<file path="src/rtl/particle_verlet_integrator_defines.svh">
// assertion macros shared by the particle verlet integrator files
// no dependencies
`ifndef PARTICLE_VERLET_INTEGRATOR_DEFINES_SVH
`define PARTICLE_VERLET_INTEGRATOR_DEFINES_SVH

// implication checked on every rising clock edge outside reset
`define PVI_ASSERT_IMPL(label, clk, rstn, cond, prop, msg) \
    label: assert property (@(posedge clk) disable iff (!rstn) (cond) |-> (prop)) \
        else $error(msg);

// next-cycle implication checked outside reset
`define PVI_ASSERT_NEXT(label, clk, rstn, cond, prop, msg) \
    label: assert property (@(posedge clk) disable iff (!rstn) (cond) |=> (prop)) \
        else $error(msg);

`endif

</file>
<file path="src/rtl/pvi_pkg.sv">
// package for the particle verlet integrator: types, codes and constants
// no dependencies
package pvi_pkg;

    localparam logic [2:0] FUNC_FULL     = 3'd0;
    localparam logic [2:0] FUNC_HALF     = 3'd1;
    localparam logic [2:0] FUNC_MOBILE   = 3'd2;
    localparam logic [2:0] FUNC_ADVECTED = 3'd3;
    localparam logic [2:0] FUNC_STATIC   = 3'd4;

    localparam logic [1:0] REG_TIME_STEP = 2'd0;
    localparam logic [1:0] REG_GRAVITY_X = 2'd1;
    localparam logic [1:0] REG_GRAVITY_Y = 2'd2;
    localparam logic [1:0] REG_GRAVITY_Z = 2'd3;

    localparam logic [1:0] AXIS_X    = 2'd0;
    localparam logic [1:0] AXIS_Y    = 2'd1;
    localparam logic [1:0] AXIS_Z    = 2'd2;
    localparam logic [1:0] AXIS_NONE = 2'd3;

    localparam int TIME_STEP_RESET = 655;
    localparam int GRAVITY_Z_RESET = -642908;

    localparam int DIV_NUM_W = 64;
    localparam int DIV_DEN_W = 32;

    // request and status between the sequencer and the divider
    typedef struct packed {
        logic                          start;
        logic signed [DIV_NUM_W-1:0]   num;
        logic        [DIV_DEN_W-1:0]   den;
    } div_req_t;

    typedef struct packed {
        logic                          busy;
        logic                          done;
        logic signed [DIV_NUM_W-1:0]   quot;
    } div_stat_t;

    // saturate a 64 bit signed value to 32 bits
    function automatic logic signed [31:0] sat32(input logic signed [63:0] x);
        if (x > 64'sd2147483647)
            return 32'sh7fffffff;
        else if (x < -64'sd2147483648)
            return 32'sh80000000;
        else
            return x[31:0];
    endfunction

    // saturate a 64 bit signed value to 48 bits
    function automatic logic signed [47:0] sat48(input logic signed [63:0] x);
        if (x > 64'sd140737488355327)
            return 48'sh7fffffffffff;
        else if (x < -64'sd140737488355328)
            return 48'sh800000000000;
        else
            return x[47:0];
    endfunction

endpackage

</file>
<file path="src/rtl/pvi_divider.sv">
// signed restoring divider, one quotient bit per cycle, truncating toward zero
// depends on pvi_pkg and the defines header
`include "particle_verlet_integrator_defines.svh"
module pvi_divider (
    input  logic                aclk,
    input  logic                aresetn,
    input  pvi_pkg::div_req_t   req,
    output pvi_pkg::div_stat_t  stat
);
    localparam int NW = pvi_pkg::DIV_NUM_W;
    localparam int DW = pvi_pkg::DIV_DEN_W;
    localparam int CW = $clog2(NW + 1);

    logic          busy_reg, busy_next;
    logic          done_reg, done_next;
    logic [CW-1:0] cnt_reg, cnt_next;
    logic          neg_reg, neg_next;
    logic [NW-1:0] q_reg, q_next;
    logic [DW:0]   rem_reg, rem_next;
    logic [DW-1:0] den_reg, den_next;
    logic [DW:0]   trial;
    logic [NW-1:0] mag;

    assign mag   = req.num[NW-1] ? (~req.num + 1'b1) : req.num;
    assign trial = {rem_reg[DW-1:0], q_reg[NW-1]} - {1'b0, den_reg};

    // one shift and subtract step per cycle
    always_comb begin
        busy_next = busy_reg;
        done_next = 1'b0;
        cnt_next  = cnt_reg;
        neg_next  = neg_reg;
        q_next    = q_reg;
        rem_next  = rem_reg;
        den_next  = den_reg;
        if (req.start && !busy_reg) begin
            busy_next = 1'b1;
            cnt_next  = CW'(NW);
            neg_next  = req.num[NW-1];
            q_next    = mag;
            rem_next  = '0;
            den_next  = req.den;
        end else if (busy_reg) begin
            if (!trial[DW]) begin
                rem_next = trial;
                q_next   = {q_reg[NW-2:0], 1'b1};
            end else begin
                rem_next = {rem_reg[DW-1:0], q_reg[NW-1]};
                q_next   = {q_reg[NW-2:0], 1'b0};
            end
            cnt_next = cnt_reg - 1'b1;
            if (cnt_reg == CW'(1)) begin
                busy_next = 1'b0;
                done_next = 1'b1;
            end
        end
    end

    always_ff @(posedge aclk) begin
        if (!aresetn) begin
            busy_reg <= 1'b0;
            done_reg <= 1'b0;
            cnt_reg  <= '0;
        end else begin
            busy_reg <= busy_next;
            done_reg <= done_next;
            cnt_reg  <= cnt_next;
        end
        neg_reg <= neg_next;
        q_reg   <= q_next;
        rem_reg <= rem_next;
        den_reg <= den_next;
    end

    assign stat.busy = busy_reg;
    assign stat.done = done_reg;
    assign stat.quot = neg_reg ? $signed(~q_reg + 1'b1) : $signed(q_reg);

    `PVI_ASSERT_NEXT(a_done_after_busy, aclk, aresetn, stat.done, !stat.busy,
        "divider done while busy")
    `PVI_ASSERT_IMPL(a_cnt_zero_idle, aclk, aresetn, !busy_reg, cnt_reg == CW'(0),
        "divider count not zero while idle")
    `PVI_ASSERT_NEXT(a_busy_last, aclk, aresetn, busy_reg && cnt_reg == CW'(1), stat.done,
        "divider did not finish")
endmodule

</file>
<file path="config.mk">
export PLATFORM = sky130hd
export DESIGN_NAME = pvi_divider
export DESIGN_NICKNAME = d
export VERILOG_FILES = /design/src/rtl/pvi_pkg.sv /design/src/rtl/pvi_divider.sv
export VERILOG_INCLUDE_DIRS = /design/src /design/src/rtl
export SDC_FILE = /design/constraint.sdc
export NUM_CORES = 1
export LEC_CHECK = 0
export CELL_PAD_IN_SITES_DETAIL_PLACEMENT = 1
export CELL_PAD_IN_SITES_GLOBAL_PLACEMENT = 2
export CORE_MARGIN = 10
export CORE_UTILIZATION = 36
export CTS_BUF_LIST = sky130_fd_sc_hd__clkbuf_8
export DETAILED_ROUTE_END_ITERATION = 12
export DONT_BUFFER_PORTS = 1
export GPL_ROUTABILITY_DRIVEN = 1
export PLACE_DENSITY_LB_ADDON = 0.1
export SYNTH_ARGS = -nofsm -noshare
export SYNTH_HDL_FRONTEND = slang
export SYNTH_SLANG_ARGS = --single-unit
</file>
<file path="constraint.sdc">
create_clock -name aclk -period 4.5 [get_ports aclk]
set_input_delay 1.125 -clock aclk [delete_from_list [all_inputs] [get_ports aclk]]
set_output_delay 1.125 -clock aclk [all_outputs]
set_load 0.005 [all_outputs]
</file>
==> results.tsv <==
stage	metric	value	unit
run_status	status	complete, but fails checks	
run_status	failing checks	setup timing	
route	via count	8205	
worst_setup_path	CP most frequent cell	or3_4	
power_and_ir_drop	sw power	0.00196	W
logic_synthesis	Post-Synth Simple-Gate Area	17.7	%
logic_synthesis	synthesis-stage register bit count	138	
layout	synthesis-to-finish area growth	13.8	%
worst_setup_path	Critical Path Start Type	flip-flop	
floorplan	starting density of the core	36.6	%
worst_setup_path	CP Capture Type	output pin	
power_and_ir_drop	P per Cell Area	436	mW/mm^2
logic_synthesis	syn_nets	1267	
sta	RSZ-0062 raised after global routing	yes	
route	DRC	0	
clocking	Clock Tree Root	clkbuf_8	
floorplan	core area	0.0270	mm^2
floorplan	die area	0.0344	mm^2
worst_hold_path	Tightest Hold Check Type	reg2reg	
route	routed vias/inst	5.46	
route	routed wire length	30600	um
sta	final hold vios	0	
power_and_ir_drop	sequential share of power	38.0	%
logic_synthesis	Synth Area in Compound Gates	21.2	%
layout	Sequential Area	0.00373	mm^2
sta	Max Clk Rate	203	MHz
power_and_ir_drop	internal power	0.00294	W
worst_setup_path	critical path type	reg2out	
logic_synthesis	Synth Area in XOR/XNOR	14.0	%
layout	max reg flops	64	
layout	Filler Cell Count	3107	
route	Pre-antenna DRT Iters	4	
power_and_ir_drop	Clock Power Share	21.0	%
placement	Placer Congestion	0.835	
sta	relative slew slack	43.0	%
global_route	first-pass GRT wire length	48700	um
sta	fin worst setup slack	-0.429	ns
sta	Worst-Margin Slew	0.855	ns
power_and_ir_drop	Net Sw Frac	40.0	%
sta	Slew Viols, Final	0	
global_route	GRT Overall Usage	17.8	%
sta	Final Setup Violations	17	
layout	layout cells sized above 1	13.1	%
clocking	Max H-tree Level	4	
placement	Post-DP HPWL	23400	um
sta	total negative setup slack	-3.73	ns
clocking	clock slew at reported path FFs	0.08	ns
run	max cap viols	0	
clocking	CTS tree	done	
clocking	Inserted Clock Buffers	17	
worst_setup_path	Top Family by Delay on Critical Path	simple AND/OR/NAND/NOR gates	
global_route	vias in the first global route	8759	
logic_synthesis	Primary FF master, synth	edfxtp_1	
power_and_ir_drop	leakage power	4.15	nW
worst_setup_path	critical path's slowest cell	or4_4	
logic_synthesis	synth warn	0	
layout	footprint of the multi-input gates	0.00604	mm^2
logic_synthesis	Post-synth EDFFs	97	
sta	clock period minus worst slack	4.93	ns
power_and_ir_drop	Peak VDD IR	0.200	mV
worst_setup_path	Critical Path AT	3.80	ns
logic_synthesis	post-synthesis cell area	0.00986	mm^2
worst_setup_path	Critical path buffers and inverters	0	
global_route	largest net degree at the start of global routing	89	
floorplan	Row Count	60	
logic_synthesis	largest area contributor in the netlist	edfxtp_1	
floorplan	Die Height	185	um
route	final antenna-violating net count	0	
logic_synthesis	Cell variety after synth	61	
logic_synthesis	asr flop ratio synth	0	%
layout	post-route cell area	0.0112	mm^2
layout	number of antenna diodes	0	
global_route	initial antenna violation count	0	
logic_synthesis	Synth area leaders	edfxtp_1, dfxtp_1, o21ai_0	
clocking	CTS Buffer Depth	2	
route	Iter 0 DRT Violations	400	
worst_setup_path	WP data required	3.38	ns
clocking	clock latency on the worst-skew pair	0.45	ns
logic_synthesis	top-area cell type share of the netlist area	29.6	%
worst_setup_path	CP max stage delay	0.55	ns
logic_synthesis	Mapped Cells	1131	
worst_setup_path	top fanout value on the critical path	5	
floorplan	# IOs	165	
logic_synthesis	largest family of logic cells by synthesized area	compound AO/OA/AOI/OAI gates	
logic_synthesis	Syn Area/Cell	8.71	um^2
placement	Placed Area	0.0103	mm^2
placement	port bufs	0	
layout	nets	1284	
route	DR WL/cell	20.4	um
worst_setup_path	worst-path cell chain	or4_4 -> or3_4 -> or3_4 -> or3_4 -> or2_4 -> or4_4 -> or2_4 -> o41ai_4 -> xnor2_1	
floorplan	Die Wd	185	um
sta	Final Cycle Share	110	%
global_route	grt total ovfl	0	
logic_synthesis	mux share of post-synthesis cell area	0.102	%
sta	Layout Skew	0.0184	ns
logic_synthesis	Post-Synth Adder-Cell Area	4.77	%
power_and_ir_drop	Comb pwr share	40.9	%
clocking	CTS sink count	138	
logic_synthesis	sequential fraction of the synthesis area	37.9	%
## cell families (layout without fill, tap and decap cells)
| kind of cell | count (synthesis) | after routing |
|---|---|---|
| adders and majority gates | 37 | 37 |
| and+or+nand+nor | 359 | 359 |
| xor gates and xnor gates | 157 | 157 |
| DFF | 138 | 138 |
| muxes | 1 | 1 |
| buffers and inverters | 111 | 141 |
| AOI/OAI and AO/OA | 328 | 328 |
## final timing paths
kind | startpoint | to | slack, ns | cells after the start
min | cnt_reg[1] | cnt_reg[1] | 0.50 | 2
max reg2reg | q_reg[63] | rem_reg[27] | 0.90 | 13
min reg2reg | cnt_reg[1] | cnt_reg[1] | 0.50 | 2
max | q_reg[3] | stat[57] | -0.43 | 9
## stage by stage
stage	hold WS (ns)	utilization, %	cells	setup WS, ns	total power [W]
finish	0.504	41.6	1502	-0.429	0.00489
floorplan	0.463	-	1131	0.0432	0.00328
global route	0.541	41.6	1502	-0.531	0.00529
global placement	0.484	38.4	1451	0.00328	0.00383
detailed placement	0.491	38.4	1451	-0.0293	0.00385
CTS	0.503	41.1	1492	-0.474	0.00495
## Yosys cell counts (all sizes together) (21+ instances only)
cell type and number:
xor2 71, or3 26, o21ai 153, clkbuf 50, edfxtp 97, inv 55
o31ai 37, nor3 24, a21oi 40, ha 36, xnor2 86, nor2 37
or4 23, nand2 173, dfxtp 41, a22o 21
## repair_timing
action	in CTS	in global routing
resized for setup	48	15
pin swaps	16	21
buffers inserted	9	12
hold endpoints to repair	0	0
hold buffers	0	0
setup endpoints to repair	25	25
## power by group through the flow
stage	clock network, W	logic, W	registers [W]
5_1_grt	0.00111	0.00228	0.00190
6_report	0.00103	0.00200	0.00186
3_3_place_gp	0	0.00196	0.00187
3_5_place_dp	0	0.00197	0.00188
2_1_floorplan	0	0.00146	0.00182
4_1_cts	0.00107	0.00202	0.00186
## tightest hold or removal path: stages, from the launching register on
cell and delay [ns]:
dfxtp_1 0.33, nor2_1 0.09, a211oi_1 0.05
## cells in the final DEF (no fill, tap or decap), types with 5 or more instances in the layout
cell          n
nor2_1       34
xor2_1       69
nand2_1     170
nor3_1       23
clkbuf_8     17
nand2b_1     13
a21o_1        7
buf_4        50
dfxtp_1      41
inv_1        54
nor4_1        6
o211ai_1      6
o31ai_4       6
o21a_1        5
or3_4         6
nand3_1      16
a31oi_1       6
o31ai_1      29
xnor2_2      13
a22o_1       21
xnor2_1      72
o41ai_1      17
or4_4         6
and3_1        5
or2_2         7
ha_1         36
or3_1        20
o21ai_0     150
or4_1        17
clkinvlp_4    5
a21oi_1      38
nand4_1       6
a211oi_1      7
edfxtp_1     97
a32oi_1      10
nor2b_1       8
## layer usage
metal  up-vias  wire length, um  GRT usage [%]
met5         -                0              0
met4         0              591           5.46
met3        23             1830           5.15
met2       130            15000           30.3
met1      3927            13200           21.3
li1       4125                -              -
## layout make-up
class,count,share of cell area (%)
repair buffers,54,3.75
clock inverters,15,1.35
flip-flops and latches,138,33.3
clock buffers,17,2.09
well taps,341,3.80
inverters,55,1.84
multi-input cells,882,53.9
Note: power is estimated with default switching activity, not from simulation.
